==> src/hdl/icc_pkg.sv <==
package icc_pkg;

    localparam int unsigned ADDR_W = 5;
    localparam int unsigned DATA_W = 32;

    localparam logic [6:0] OVL_LIMIT_MAX   = 7'd75;
    localparam logic [6:0] OVL_LIMIT_RST   = 7'd60;
    localparam logic [7:0] AC_LOW_MAX_RST  = 8'd82;
    localparam logic [7:0] AC_HIGH_MIN_RST = 8'd123;
    localparam logic [7:0] CHG_SPLIT_RST   = 8'd102;
    localparam logic [7:0] BATT_LOW_RST    = 8'd54;
    localparam logic [7:0] BATT_FULL_RST   = 8'd73;

    // load percent = floor(load * LOAD_PCT_MUL / LOAD_PCT_DIV)
    localparam logic [4:0]  LOAD_PCT_MUL = 5'd20;
    localparam logic [5:0]  LOAD_PCT_DIV = 6'd51;

    localparam logic [2:0] MAINS_CNT_MAX   = 3'd5;
    localparam logic [3:0] CHARGE_CNT_MAX  = 4'd8;
    localparam logic [3:0] MODE_CNT_MAX    = 4'd10;
    localparam logic [3:0] MODE_CNT_RESUME = 4'd5;
    localparam logic [2:0] OVL_CNT_MAX     = 3'd5;
    localparam logic [2:0] LOWBATT_CNT_MAX = 3'd5;
    localparam logic [2:0] LOAD_DLY_MAX    = 3'd6;
    localparam logic [2:0] LOAD_DLY_ARM    = 3'd5;
    localparam logic [2:0] CNT3_INIT       = 3'd1;
    localparam logic [3:0] CNT4_INIT       = 4'd1;

    localparam logic [1:0] REM_OFF = 2'd0;
    localparam logic [1:0] REM_ON  = 2'd1;

    typedef enum logic [1:0] {
        EV_CLEAR      = 2'd0,
        EV_BATT_LOW   = 2'd1,
        EV_MAINS      = 2'd2,
        EV_CHARGE_REQ = 2'd3
    } t_event;

    typedef enum logic [2:0] {
        REG_OVL_LIMIT   = 3'd0,
        REG_CHG_UPGRADE = 3'd1,
        REG_AC_LOW_MAX  = 3'd2,
        REG_AC_HIGH_MIN = 3'd3,
        REG_CHG_SPLIT   = 3'd4,
        REG_BATT_LOW    = 3'd5,
        REG_BATT_FULL   = 3'd6
    } t_reg_idx;

    typedef struct packed {
        logic [6:0] overload_limit;
        logic       charge_upgrade;
        logic [7:0] ac_low_max;
        logic [7:0] ac_high_min;
        logic [7:0] charge_split;
        logic [7:0] batt_low_below;
        logic [7:0] batt_full_above;
    } t_cfg;

    typedef struct packed {
        logic       func;
        logic [7:0] ac_sample;
        logic [7:0] batt_sample;
        logic [7:0] load_sample;
        logic [1:0] remote_cmd;
    } t_item;

    typedef struct packed {
        logic       on_mains;
        logic       low_batt;
        logic       overload;
        logic       full;
        logic       charging;
        logic       mode_set;
        logic       power;
        logic       load;
        logic       pin_relay;
        logic       pin_chg;
        logic       pin_sel;
        logic [2:0] mains_count;
        logic [3:0] charge_count;
        logic [3:0] mode_count;
        logic [2:0] overload_count;
        logic [2:0] lowbatt_count;
        logic [2:0] load_dly_count;
        t_event     event_now;
        t_event     event_saved;
    } t_state;

    typedef struct packed {
        logic       mains_selected;
        logic       charge_on;
        logic       chg_rate_sel;
        logic       inverter_on;
        logic       load_on;
        t_event     display_event;
        logic       low_battery;
        logic       overloaded;
        logic       fully_charged;
    } t_result;

endpackage

==> src/hdl/icc_cfg.sv <==
module icc_cfg
    import icc_pkg::*;
(
    input  logic                i_clk,
    input  logic                i_rst_n,
    input  logic                psel,
    input  logic                penable,
    input  logic                pwrite,
    input  logic [ADDR_W-1:0]   paddr,
    input  logic [DATA_W-1:0]   pwdata,
    output logic [DATA_W-1:0]   prdata,
    output logic                pready,
    output t_cfg                o_cfg
);

    t_cfg       r_cfg;
    t_cfg       n_cfg;
    logic       w_wr;
    t_reg_idx   w_idx;
    logic [6:0] w_lim;

    assign pready = 1'b1;
    assign w_wr   = psel && penable && pwrite;
    assign w_idx  = t_reg_idx'(paddr[4:2]);
    assign w_lim  = (pwdata[6:0] > OVL_LIMIT_MAX) ? OVL_LIMIT_MAX : pwdata[6:0];

    always_comb begin
        n_cfg = r_cfg;
        if (w_wr) begin
            case (w_idx)
                REG_OVL_LIMIT:   n_cfg.overload_limit  = w_lim;
                REG_CHG_UPGRADE: n_cfg.charge_upgrade  = pwdata[0];
                REG_AC_LOW_MAX:  n_cfg.ac_low_max      = pwdata[7:0];
                REG_AC_HIGH_MIN: n_cfg.ac_high_min     = pwdata[7:0];
                REG_CHG_SPLIT:   n_cfg.charge_split    = pwdata[7:0];
                REG_BATT_LOW:    n_cfg.batt_low_below  = pwdata[7:0];
                REG_BATT_FULL:   n_cfg.batt_full_above = pwdata[7:0];
                default: ;
            endcase
        end
    end

    always_ff @(posedge i_clk) begin
        if (!i_rst_n) begin
            r_cfg.overload_limit  <= OVL_LIMIT_RST;
            r_cfg.charge_upgrade  <= 1'b0;
            r_cfg.ac_low_max      <= AC_LOW_MAX_RST;
            r_cfg.ac_high_min     <= AC_HIGH_MIN_RST;
            r_cfg.charge_split    <= CHG_SPLIT_RST;
            r_cfg.batt_low_below  <= BATT_LOW_RST;
            r_cfg.batt_full_above <= BATT_FULL_RST;
        end else begin
            r_cfg <= n_cfg;
        end
    end

    always_comb begin
        prdata = '0;
        case (w_idx)
            REG_OVL_LIMIT:   prdata = DATA_W'(r_cfg.overload_limit);
            REG_CHG_UPGRADE: prdata = DATA_W'(r_cfg.charge_upgrade);
            REG_AC_LOW_MAX:  prdata = DATA_W'(r_cfg.ac_low_max);
            REG_AC_HIGH_MIN: prdata = DATA_W'(r_cfg.ac_high_min);
            REG_CHG_SPLIT:   prdata = DATA_W'(r_cfg.charge_split);
            REG_BATT_LOW:    prdata = DATA_W'(r_cfg.batt_low_below);
            REG_BATT_FULL:   prdata = DATA_W'(r_cfg.batt_full_above);
            default:         prdata = '0;
        endcase
    end

    assign o_cfg = r_cfg;

endmodule

==> src/hdl/icc_step.sv <==
module icc_step
    import icc_pkg::*;
(
    input  t_cfg    i_cfg,
    input  t_item   i_item,
    input  t_state  i_state,
    output t_state  o_state
);

    function automatic t_state ev_save(input t_state st, input t_event e);
        t_state r;
        r = st;
        if (e != st.event_now) begin
            r.event_saved = st.event_now;
            r.event_now   = e;
        end
        return r;
    endfunction

    function automatic t_state power_off(input t_state st);
        t_state r;
        r = st;
        if (st.low_batt) begin
            r = ev_save(st, EV_CHARGE_REQ);
        end else if (st.event_now == EV_CHARGE_REQ) begin
            r.event_now = st.event_saved;
        end
        r.power = 1'b0;
        return r;
    endfunction

    t_state      s;
    logic [12:0] w_load_x20;
    logic [12:0] w_lim_x51;
    logic        w_ovl_hit;
    logic        w_ac_bad;
    logic        w_upgrade;

    // pct > limit  <=>  load*20 >= (limit+1)*51
    assign w_load_x20 = 13'(i_item.load_sample) * 13'(LOAD_PCT_MUL);
    assign w_lim_x51  = (13'(i_cfg.overload_limit) + 13'd1) * 13'(LOAD_PCT_DIV);
    assign w_ovl_hit  = (w_load_x20 >= w_lim_x51);
    assign w_ac_bad   = (i_item.ac_sample <= i_cfg.ac_low_max) ||
                        (i_item.ac_sample >= i_cfg.ac_high_min);
    assign w_upgrade  = (i_item.ac_sample < i_cfg.charge_split) ?
                        i_cfg.charge_upgrade : !i_cfg.charge_upgrade;

    always_comb begin
        s = i_state;
        if (i_item.func) begin
            if (i_state.mains_count < MAINS_CNT_MAX && !i_state.on_mains)
                s.mains_count = i_state.mains_count + 3'd1;
            if (i_state.charge_count < CHARGE_CNT_MAX && !i_state.charging)
                s.charge_count = i_state.charge_count + 4'd1;
            if (i_state.mode_count < MODE_CNT_MAX && !i_state.mode_set)
                s.mode_count = i_state.mode_count + 4'd1;
            if (i_state.overload_count < OVL_CNT_MAX && i_state.overload)
                s.overload_count = i_state.overload_count + 3'd1;
            if (i_state.lowbatt_count < LOWBATT_CNT_MAX && i_state.low_batt)
                s.lowbatt_count = i_state.lowbatt_count + 3'd1;
            if (!i_state.on_mains && i_state.power && i_state.load_dly_count < LOAD_DLY_MAX)
                s.load_dly_count = i_state.load_dly_count + 3'd1;
        end else if (w_ac_bad) begin
            s.on_mains  = 1'b0;
            s.full      = 1'b0;
            s.pin_relay = 1'b0;
            s.pin_chg   = 1'b0;
            s.charging  = 1'b0;
            if (i_item.remote_cmd == REM_ON) begin
                if (s.low_batt) begin
                    s = power_off(s);
                end else if (i_item.batt_sample < i_cfg.batt_low_below) begin
                    s.low_batt = 1'b1;
                    if (s.lowbatt_count == LOWBATT_CNT_MAX)
                        s = power_off(s);
                end else begin
                    s.lowbatt_count = CNT3_INIT;
                    s.low_batt      = 1'b0;
                    if (s.load_dly_count == LOAD_DLY_MAX)
                        s.load_dly_count = CNT3_INIT;
                    s.power = 1'b1;
                end
            end else if (i_item.remote_cmd == REM_OFF) begin
                s.load_dly_count = CNT3_INIT;
                s.load           = 1'b0;
                s = power_off(s);
            end
            if (w_ovl_hit) begin
                s.overload = 1'b1;
                if (s.overload_count == OVL_CNT_MAX) begin
                    s.load_dly_count = CNT3_INIT;
                    s.load           = 1'b0;
                end
            end else begin
                s.overload       = 1'b0;
                s.overload_count = CNT3_INIT;
                if (s.load_dly_count == LOAD_DLY_ARM)
                    s.load = 1'b1;
            end
            s.mains_count  = CNT3_INIT;
            s.charge_count = CNT4_INIT;
            s.mode_count   = CNT4_INIT;
        end else begin
            s = ev_save(s, EV_MAINS);
            if (s.mains_count == MAINS_CNT_MAX) begin
                s.on_mains  = 1'b1;
                s.low_batt  = 1'b0;
                s = power_off(s);
                s.pin_relay = 1'b1;
                if (s.charge_count == CHARGE_CNT_MAX) begin
                    if (i_item.batt_sample > i_cfg.batt_full_above) begin
                        s.full    = 1'b1;
                        s.pin_chg = 1'b0;
                    end else begin
                        if (!s.full)
                            s.pin_chg = 1'b1;
                        if (s.mode_set && s.mode_count == MODE_CNT_MAX) begin
                            s.mode_count = MODE_CNT_RESUME;
                            s.mode_set   = 1'b0;
                        end
                        if (s.mode_count == MODE_CNT_MAX) begin
                            s.pin_sel  = !w_upgrade;
                            s.mode_set = 1'b1;
                        end
                    end
                    s.charging = 1'b1;
                end
                s.load_dly_count = LOAD_DLY_ARM;
                s.load           = 1'b1;
                s.overload_count = CNT3_INIT;
            end
        end
    end

    assign o_state = s;

endmodule

==> src/hdl/inverter_changeover_controller.sv <==
// Mains/inverter change-over controller.
// Input channel: i_valid / o_stall carry one request per cycle unless stalled.
// func = 1 is a one-second tick advancing the debounce counters; func = 0 is a
// monitor pass with latest AC, battery and load samples and the remote command.
// Output channel: o_valid / i_stall. Every request yields exactly one result
// showing relay, charger, charge-rate, inverter and load outputs, the display
// event and the status flags after that request.
// A request passes through the input register, then the decision logic into
// the result register. Throughput: one request per cycle while the receiver
// does not stall; the controller state is updated as a request moves into the
// result register, so consecutive requests see each other's effect.
// When the receiver stalls, the result register holds and the input register
// can still take one more request; o_stall rises only when both are full.
// Thresholds live in an APB register file (byte address 4*index); write them
// only while no request is in flight.
// Reset (synchronous, active low) clears both channel registers, loads the
// register defaults and puts the controller on the inverter side with all
// outputs off, counters at 1 and the display on mains info.
module inverter_changeover_controller
    import icc_pkg::*;
(
    input  logic                i_clk,
    input  logic                i_rst_n,
    input  logic                psel,
    input  logic                penable,
    input  logic                pwrite,
    input  logic [ADDR_W-1:0]   paddr,
    input  logic [DATA_W-1:0]   pwdata,
    output logic [DATA_W-1:0]   prdata,
    output logic                pready,
    input  logic                i_valid,
    output logic                o_stall,
    input  logic                i_func,
    input  logic [7:0]          i_ac_sample,
    input  logic [7:0]          i_batt_sample,
    input  logic [7:0]          i_load_sample,
    input  logic [1:0]          i_remote_cmd,
    output logic                o_valid,
    input  logic                i_stall,
    output logic                o_mains_selected,
    output logic                o_charge_on,
    output logic                o_chg_rate_sel,
    output logic                o_inverter_on,
    output logic                o_load_on,
    output logic [1:0]          o_display_event,
    output logic                o_low_battery,
    output logic                o_overloaded,
    output logic                o_fully_charged
);

    t_cfg    w_cfg;
    t_item   r_in;
    logic    r_in_vld;
    logic    r_out_vld;
    t_result r_out;
    t_state  r_state;
    t_state  n_state;
    t_result n_out;
    logic    w_adv;
    logic    w_acc;

    icc_cfg u_cfg (
        .i_clk   (i_clk),
        .i_rst_n (i_rst_n),
        .psel    (psel),
        .penable (penable),
        .pwrite  (pwrite),
        .paddr   (paddr),
        .pwdata  (pwdata),
        .prdata  (prdata),
        .pready  (pready),
        .o_cfg   (w_cfg)
    );

    icc_step u_step (
        .i_cfg   (w_cfg),
        .i_item  (r_in),
        .i_state (r_state),
        .o_state (n_state)
    );

    assign w_adv   = r_in_vld && (!r_out_vld || !i_stall);
    assign o_stall = r_in_vld && !w_adv;
    assign w_acc   = i_valid && !o_stall;

    always_ff @(posedge i_clk) begin
        if (!i_rst_n) begin
            r_in_vld <= 1'b0;
        end else if (w_acc) begin
            r_in_vld <= 1'b1;
        end else if (w_adv) begin
            r_in_vld <= 1'b0;
        end
    end

    always_ff @(posedge i_clk) begin
        if (w_acc) begin
            r_in.func        <= i_func;
            r_in.ac_sample   <= i_ac_sample;
            r_in.batt_sample <= i_batt_sample;
            r_in.load_sample <= i_load_sample;
            r_in.remote_cmd  <= i_remote_cmd;
        end
    end

    always_ff @(posedge i_clk) begin
        if (!i_rst_n) begin
            r_out_vld <= 1'b0;
        end else if (w_adv) begin
            r_out_vld <= 1'b1;
        end else if (!i_stall) begin
            r_out_vld <= 1'b0;
        end
    end

    always_comb begin
        n_out.mains_selected = n_state.pin_relay;
        n_out.charge_on      = n_state.pin_chg;
        n_out.chg_rate_sel   = n_state.pin_sel;
        n_out.inverter_on    = n_state.power;
        n_out.load_on        = n_state.load;
        n_out.display_event  = n_state.event_now;
        n_out.low_battery    = n_state.low_batt;
        n_out.overloaded     = n_state.overload;
        n_out.fully_charged  = n_state.full;
    end

    always_ff @(posedge i_clk) begin
        if (w_adv) begin
            r_out <= n_out;
        end
    end

    always_ff @(posedge i_clk) begin
        if (!i_rst_n) begin
            r_state.on_mains       <= 1'b0;
            r_state.low_batt       <= 1'b0;
            r_state.overload       <= 1'b0;
            r_state.full           <= 1'b0;
            r_state.charging       <= 1'b0;
            r_state.mode_set       <= 1'b0;
            r_state.power          <= 1'b0;
            r_state.load           <= 1'b0;
            r_state.pin_relay      <= 1'b0;
            r_state.pin_chg        <= 1'b0;
            r_state.pin_sel        <= 1'b0;
            r_state.mains_count    <= CNT3_INIT;
            r_state.charge_count   <= CNT4_INIT;
            r_state.mode_count     <= CNT4_INIT;
            r_state.overload_count <= CNT3_INIT;
            r_state.lowbatt_count  <= CNT3_INIT;
            r_state.load_dly_count <= CNT3_INIT;
            r_state.event_now      <= EV_MAINS;
            r_state.event_saved    <= EV_MAINS;
        end else if (w_adv) begin
            r_state <= n_state;
        end
    end

    assign o_valid          = r_out_vld;
    assign o_mains_selected = r_out.mains_selected;
    assign o_charge_on      = r_out.charge_on;
    assign o_chg_rate_sel   = r_out.chg_rate_sel;
    assign o_inverter_on    = r_out.inverter_on;
    assign o_load_on        = r_out.load_on;
    assign o_display_event  = r_out.display_event;
    assign o_low_battery    = r_out.low_battery;
    assign o_overloaded     = r_out.overloaded;
    assign o_fully_charged  = r_out.fully_charged;

    a_relay_tracks_mains: assert property (@(posedge i_clk) disable iff (!i_rst_n)
        r_state.pin_relay == r_state.on_mains)
        else $error("relay pin differs from mains state");

    a_no_inverter_on_mains: assert property (@(posedge i_clk) disable iff (!i_rst_n)
        r_state.on_mains |-> !r_state.power)
        else $error("inverter powered while on mains");

    a_charger_needs_mains: assert property (@(posedge i_clk) disable iff (!i_rst_n)
        r_state.pin_chg |-> r_state.on_mains)
        else $error("charger enabled off mains");

    a_counters_bounded: assert property (@(posedge i_clk) disable iff (!i_rst_n)
        r_state.mains_count <= MAINS_CNT_MAX && r_state.charge_count <= CHARGE_CNT_MAX &&
        r_state.mode_count <= MODE_CNT_MAX && r_state.load_dly_count <= LOAD_DLY_MAX &&
        r_state.overload_count <= OVL_CNT_MAX && r_state.lowbatt_count <= LOWBATT_CNT_MAX)
        else $error("debounce counter past its limit");

    a_held_request_kept: assert property (@(posedge i_clk) disable iff (!i_rst_n)
        (r_in_vld && !w_adv) |=> r_in_vld)
        else $error("pending request dropped");

endmodule
==> config.mk <==
export PLATFORM = sky130hd
export DESIGN_NAME = inverter_changeover_controller
export DESIGN_NICKNAME = d
export VERILOG_FILES = /design/src/hdl/icc_pkg.sv /design/src/hdl/icc_cfg.sv /design/src/hdl/icc_step.sv /design/src/hdl/inverter_changeover_controller.sv
export SDC_FILE = /design/constraint.sdc
export NUM_CORES = 1
export LEC_CHECK = 0
export BUFFER_PORTS_ARGS = -buffer_cell sky130_fd_sc_hd__buf_2
export CAP_MARGIN = 20
export CORE_MARGIN = 5
export CORE_UTILIZATION = 63
export CTS_CLUSTER_DIAMETER = 100
export DETAILED_ROUTE_END_ITERATION = 6
export HOLD_SLACK_MARGIN = 0.1
export PLACE_DENSITY = 0.85
export SYNTH_ARGS = -nofsm -noshare
export SYNTH_HDL_FRONTEND = slang
export SYNTH_SLANG_ARGS = --single-unit
==> constraint.sdc <==
create_clock -name i_clk -period 7.59 [get_ports i_clk]
set_input_delay 0.759 -clock i_clk [delete_from_list [all_inputs] [get_ports i_clk]]
set_output_delay 0.759 -clock i_clk [all_outputs]
set_load 0.01 [all_outputs]
# After elaboration in Yosys (flattened, before gate mapping)
# Cells that the tools add are included.
# op_classes
n_eq_ne	35
addsub	7
bitwise	1
magnitude_cmp	13
n_mul	2
n_reduce_logical	51
mux	63
# ops
op	n
two-way mux 35 bit	4
two-way mux 34 bit	2
two-way mux 4 bit	16
two-way mux 29 bit	2
case mux 8 bit (7 select lines)	1
two-way mux 3 bit	9
equality test 3 bit (second input constant)	8
two-way mux 20 bit	1
two-way mux 1 bit	19
two-way mux 18 bit	1
< comparator 8 bit	2
!= test 2 x 1 -> 1 bit (second input constant)	8
!= test 4 bit (second input constant)	4
AND reduction 3 bit	5
AND reduction 2 bit	7
>= comparator 13 bit	1
logical AND 1 bit	13
multiplier 13 x 6 -> 13 bit (second input constant)	1
adder 3 x 1 -> 3 bit (second input constant)	4
equality test 4 bit (second input constant)	3
< comparator 3 bit (second input constant)	4
AND reduction 6 bit	2
multiplier 8 x 3 -> 11 bit (second input constant)	1
two-way mux 10 bit	1
27 further kinds	53
# totals
regBits	122
word_cells	214

# Longest topological paths before layout
# depth
word_depth	15
ltp_mapped	26

# Modules after synthesis
# Synthesis repeated with hierarchy kept, for this count alone.
# hier_totals
cells_unflattened	977
area_unflattened_um2	8834.7
# by_module_without_submodules
mod	n_inst	area_each_um2	cells_each	seq_area_each_um2
icc_step	1	3697.3	506	0.0
inverter_changeover_controller	1	2658.8	197	1851.8
icc_cfg	1	2478.6	274	960.9

# Worst setup path before layout
# Ideal clock, no wire load.
# synth_path
path_kind	register to register
from	reg u_cfg.r_cfg, in the netlist u_cfg.o_cfg[42]
to	reg r_state[27] in the netlist's numbering
path_buffers	0
stages_incl_launch_ff	25
arrival_time_ns	5.011
path_slack_ns	2.460
setup_ns	0.119
path_cell_list	dfxtp_1 > ha_1 > nand2_1 > or2_2 > xor2_1 > inv_1 > ha_1 > ha_1 > inv_1 > fa_1 > inv_1 > ha_1 > inv_1 > o21bai_1 > a2111oi_0 > o31ai_1 > a21oi_1 > xnor2_1 > ha_1 > and3_1 > a311oi_1 > nand2_1 > nand3_1 > a221o_1 > o221a_2
# synth_via
elab_chain_cells	6
# synth_rtl
element	line_no	rtl
from (decl)	icc_cfg.sv:16	t_cfg r_cfg;
from (signal assigned)	icc_cfg.sv:53	r_cfg <= n_cfg;
adder 7 x 1 -> 8 bit	icc_step.sv:41	assign w_lim_x51 = (13'(i_cfg.overload_limit) + 13'd1) * 13'(LOAD_PCT_DIV);
multiplier 13 x 6 -> 13 bit	icc_step.sv:41	
>= comparator 13 bit	icc_step.sv:42	assign w_ovl_hit = (w_load_x20 >= w_lim_x51);
two-way mux 1 bit	icc_step.sv:88	if (w_ovl_hit) begin
two-way mux 35 bit	icc_step.sv:63	end else if (w_ac_bad) begin
two-way mux 10 bit	icc_step.sv:50	if (i_item.func) begin
to (signal assigned)	inverter_changeover_controller.sv:156	r_state <= n_state;
to (decl)	inverter_changeover_controller.sv:56	t_state r_state;
# Every way passes these cells.
# A chain may end at the register's enable or synchronous reset.

==> flow_metrics.py <==
metrics = {
    "route": {
        "highest_layer": "met4",
        "m1WireLength_mm": 8.13,
        "via_count_normalized_by_instance_count": 5.90,
        "post-route-drc-count": 0,
        "first_pass_iters": 6,
        "routed_wl_mm": 19.0,
        "detailroute.wirelength.met3_mm": 1.52,
        "vias": 6871,
        "drt.antenna.violating_nets": 0,
        "met2_wirelength_mm": 8.75,
        "wl_per_cell_um": 16.3,
        "drt_iter0_drc": 750,
    },
    "cells_and_area": {
        "fin_nets": 1161,
        "diodes": 0,
        "area_growth_pct": 11.1,
        "layout-drive-gt1-share_pct": 11.9,
    },
    "sta": {
        "achievable-frequency_mhz": 155,
        "relSlewSlack_pct": 32.7,
        "worst_clock_skew_ns": 0.0115,
        "slew_viol_final": 0,
        "report.final.setup_viol": 0,
        "timing.final.hold_violations": 0,
        "min_period_over_period_pct": 84.8,
        "setup_ws_ns": 1.15,
        "rsz_0062_raised_after_global_routing": "false",
        "setup-tns-final_ns": 0,
        "period_minus_slack_ns": 6.44,
        "worst-slew-pin-transition_ns": 1.01,
    },
    "clock_tree": {
        "clk_sink_count": 122,
        "tritoncts": "done",
        "cts_max_level": 4,
        "cts_buffers": 17,
        "post_cts_resized": 0,
        "cts_post_setup_buffers_inserted": 0,
        "cts_max_path_buffers": 2,
        "cts.hold.buffers_added": 0,
        "insertion_delay_ns": 0.43,
        "path_clk_slew_ns": 0.06,
        "cts_root_buf": "clkbuf_16",
    },
    "power": {
        "combinational_power_share_pct": 15.4,
        "post-layout-total-power_mw": 1.77,
        "net-switching-power_uw": 487,
        "power.leakage_nw": 4.03,
        "peak_supply_drop_uv": 171,
        "powerDensity_nw_per_um2": 194,
        "power.sequential.fraction_pct": 40.0,
        "p_clk_share_pct": 44.6,
        "switching_share_pct": 27.6,
        "cell_internal_power_mw": 1.28,
    },
    "setup_path": {
        "critical-path-max-stage-delay_ns": 0.82,
        "worst-path-buf-inv": 4,
        "regToRegEndpoint": "o_load_on",
        "crit_path_top_delay_cell": "a2111oi_0",
        "worst_r2r_path_depth": 24,
        "critical_path.cell_chain": "ha_1, nand2_1, or2_2, xor2_1, inv_1, ha_1, ha_1, inv_1, fa_1, inv_1, ha_1, inv_1, o21bai_1, a2111oi_0, o31ai_1, a21oi_1, xnor2_1, ha_1, and3_1, a311oi_1, nand2_1, nor3_1, a221o_1, o21a_1",
        "setup.worst_path.end_class": "flop",
        "flop2flop_setup_slack_ns": 1.15,
        "r2r_start": "u_cfg.o_cfg[41]",
        "timing.critical_path.required_ns": 7.88,
        "critical_path.most_common_cell": "ha_1",
        "cp_num_cells": 24,
        "path_delay_family": "compound AO/OA/AOI/OAI gates",
        "start_kind": "flop",
        "worst-path-max-fanout": 10,
        "worst_ep_arrival_time_ns": 6.72,
        "path_class": "flop to flop",
    },
    "global_routing": {
        "grt_pass1_vias": 6665,
        "grt.total_usage_pct": 26.1,
        "grt_antenna_before_repair": 0,
        "grt_pass1_wl_mm": 31.6,
        "gr_overflow_total": 0,
        "maximum_number_of_pins_on_one_net_before_global_route_repair": 48,
    },
    "floorplan": {
        "start_util_pct": 64.7,
        "die_boundary_width_um": 124,
        "design.core.area_um2": 12700,
        "floorplan.io_pins": 116,
        "row_count": 41,
        "vertical_die_dimension_um": 124,
        "dieArea_um2": 15400,
    },
    "place": {
        "gp_routability_congestion": 0.904,
        "preCtsSetupSlack_ns": 1.40,
        "numPortBuffers": 64,
        "hpwl_mm": 13.6,
    },
    "synthesis": {
        "dominantRegCellSynth": "dfxtp_1",
        "synth-edff-count": 37,
        "synthMuxAreaShare_pct": 3.86,
        "synth-xor-area-share_pct": 2.99,
        "syn-mean-instance-area_um2": 8.86,
        "dominant_combinational_cell_family_by_area_after_synthesis": "adder cells",
        "mappedNetlistArea_um2": 8200,
        "synth_fa_ha_area_share_pct": 17.7,
        "post_synth_num_cell_types": 69,
        "synthesis.yosys.warnings": 0,
        "synth_compound_area_share_pct": 17.3,
        "syn-instance-count": 926,
        "synth_simple_gate_area_share_pct": 15.8,
        "synth-seq-area-share_pct": 34.3,
        "synth-async-reset-ratio_pct": 0,
        "number_of_storage_elements_in_the_synthesis_netlist": 122,
    },
    "min_path": {
        "hold-path-cell-count": 2,
        "min-delay-start": "u_cfg.o_cfg[20]",
        "class_of_the_tightest_hold_or_removal_check": "flop to flop",
        "hold-path-endpoint": "u_cfg.o_cfg[20]",
    },
    "outcome": {
        "outcome": "finished, final reports clean",
    },
    "job": {
        "cap_violations": 0,
    },
}
[stage by stage]
| step | hold slack (ns) | instances | utilization [%] | cell area, µm² |
|---|---|---|---|---|
| floorplan | 0.436 | 949 | - | 8290 |
| global placement | 0.443 | 1131 | 67.5 | 8550 |
| detailed placement | 0.449 | 1132 | 67.5 | 8550 |
| CTS | 0.456 | 1164 | 72.0 | 9120 |
| global route | 0.470 | 1164 | 72.0 | 9120 |
| finish | 0.456 | 1164 | 72.0 | 9120 |
[registers in the layout, summed over array words and instances (netlist names)]
name              count
o_load_on             1
o_mains_selected      1
o_charge_on           1
o_low_battery         1
o_valid               1
u_cfg.o_cfg          48
o_inverter_on         1
r_in_vld              1
o_chg_rate_sel        1
r_state              35
r_in                 27
o_fully_charged       1
o_overloaded          1
o_display_event       2
[cell usage in the layout (no fill, tap or decap), types with 25 or more instances in the layout]
master,Yosys,layout
o21ai_0,44,44
nand2_1,85,85
mux2i_1,26,26
inv_1,88,88
ha_1,103,103
edfxtp_1,37,37
buf_2,4,65
dfxtp_1,85,85
conb_1,2,25
a21oi_1,55,55
nor2_1,66,66
nand3_1,26,26
[layout make-up]
class                      count  area, µm²
inverter                      89        334
clock inverter                11        123
sequential                   122       2810
tap                          172        215
clock buffer                  21        440
multi-input combinational    678       4820
fill                         975       3550
timing repair buffer          71        370
[worst min-delay path: cells and delay by family, from the launching register on]
family / cells / cell delay (ns)
DFF: 1 / 0.31
AOI/OAI and AO/OA: 1 / 0.05
and+or+nand+nor: 1 / 0.05
[Yosys cell counts, types with 6 or more instances]
cell type,number,area share [%]
edfxtp_1,37,14
a211oi_1,8,0.73
nand2_1,85,3.9
and3_1,8,0.61
o221ai_1,6,0.64
xnor2_1,18,1.9
ha_1,103,16
dfxtp_1,85,21
o211ai_1,21,1.9
o21ai_0,44,2.7
nor3_1,14,0.85
mux2i_1,26,3.2
inv_1,88,4.0
nand3_1,26,1.6
a21o_1,10,0.92
clkbuf_1,31,1.4
buf_4,25,2.3
a21oi_1,55,3.4
and2_1,8,0.61
nand2b_1,9,0.69
xor2_1,10,1.1
fa_1,8,2.0
a22oi_1,8,0.73
a31oi_1,10,0.76
nor2_1,66,3.0
nand4_1,6,0.46
nor2b_1,16,1.2
or3_1,6,0.46
[layer usage]
metal,track usage [%],vias to the layer above
met4,11.8,0
met2,41.6,291
li1,-,3355
met3,5.99,57
met5,0,-
met1,33.7,3168
[cell families after synthesis]
group,count (synthesis)
muxes,30
AOI/OAI and AO/OA,215
adders and majority gates,111
xor gates and xnor gates,28
other,2
and+or+nand+nor,269
buffers and inverters,149
DFF,122
[power by group through the flow]
stage | Combinational (mW) | Sequential [mW] | Clock (mW)
after floorplan | 0.202 | 0.716 | 0
after global placement | 0.254 | 0.719 | 0
after detailed placement | 0.264 | 0.719 | 0
after CTS | 0.268 | 0.706 | 0.789
after global routing | 0.304 | 0.708 | 0.821
final | 0.272 | 0.706 | 0.788
[worst max path at each step]
stage	startpoint	endpoint	slack [ns]
finish	u_cfg.o_cfg[41]	o_load_on	1.15
detailed placement	u_cfg.o_cfg[41]	o_load_on	1.40
floorplan	u_cfg.o_cfg[42]	r_state[27]	2.46
CTS	u_cfg.o_cfg[41]	o_load_on	1.25
global placement	u_cfg.o_cfg[41]	o_load_on	1.64
global route	u_cfg.o_cfg[41]	o_load_on	0.75
Power figures use the tool's default switching activity.
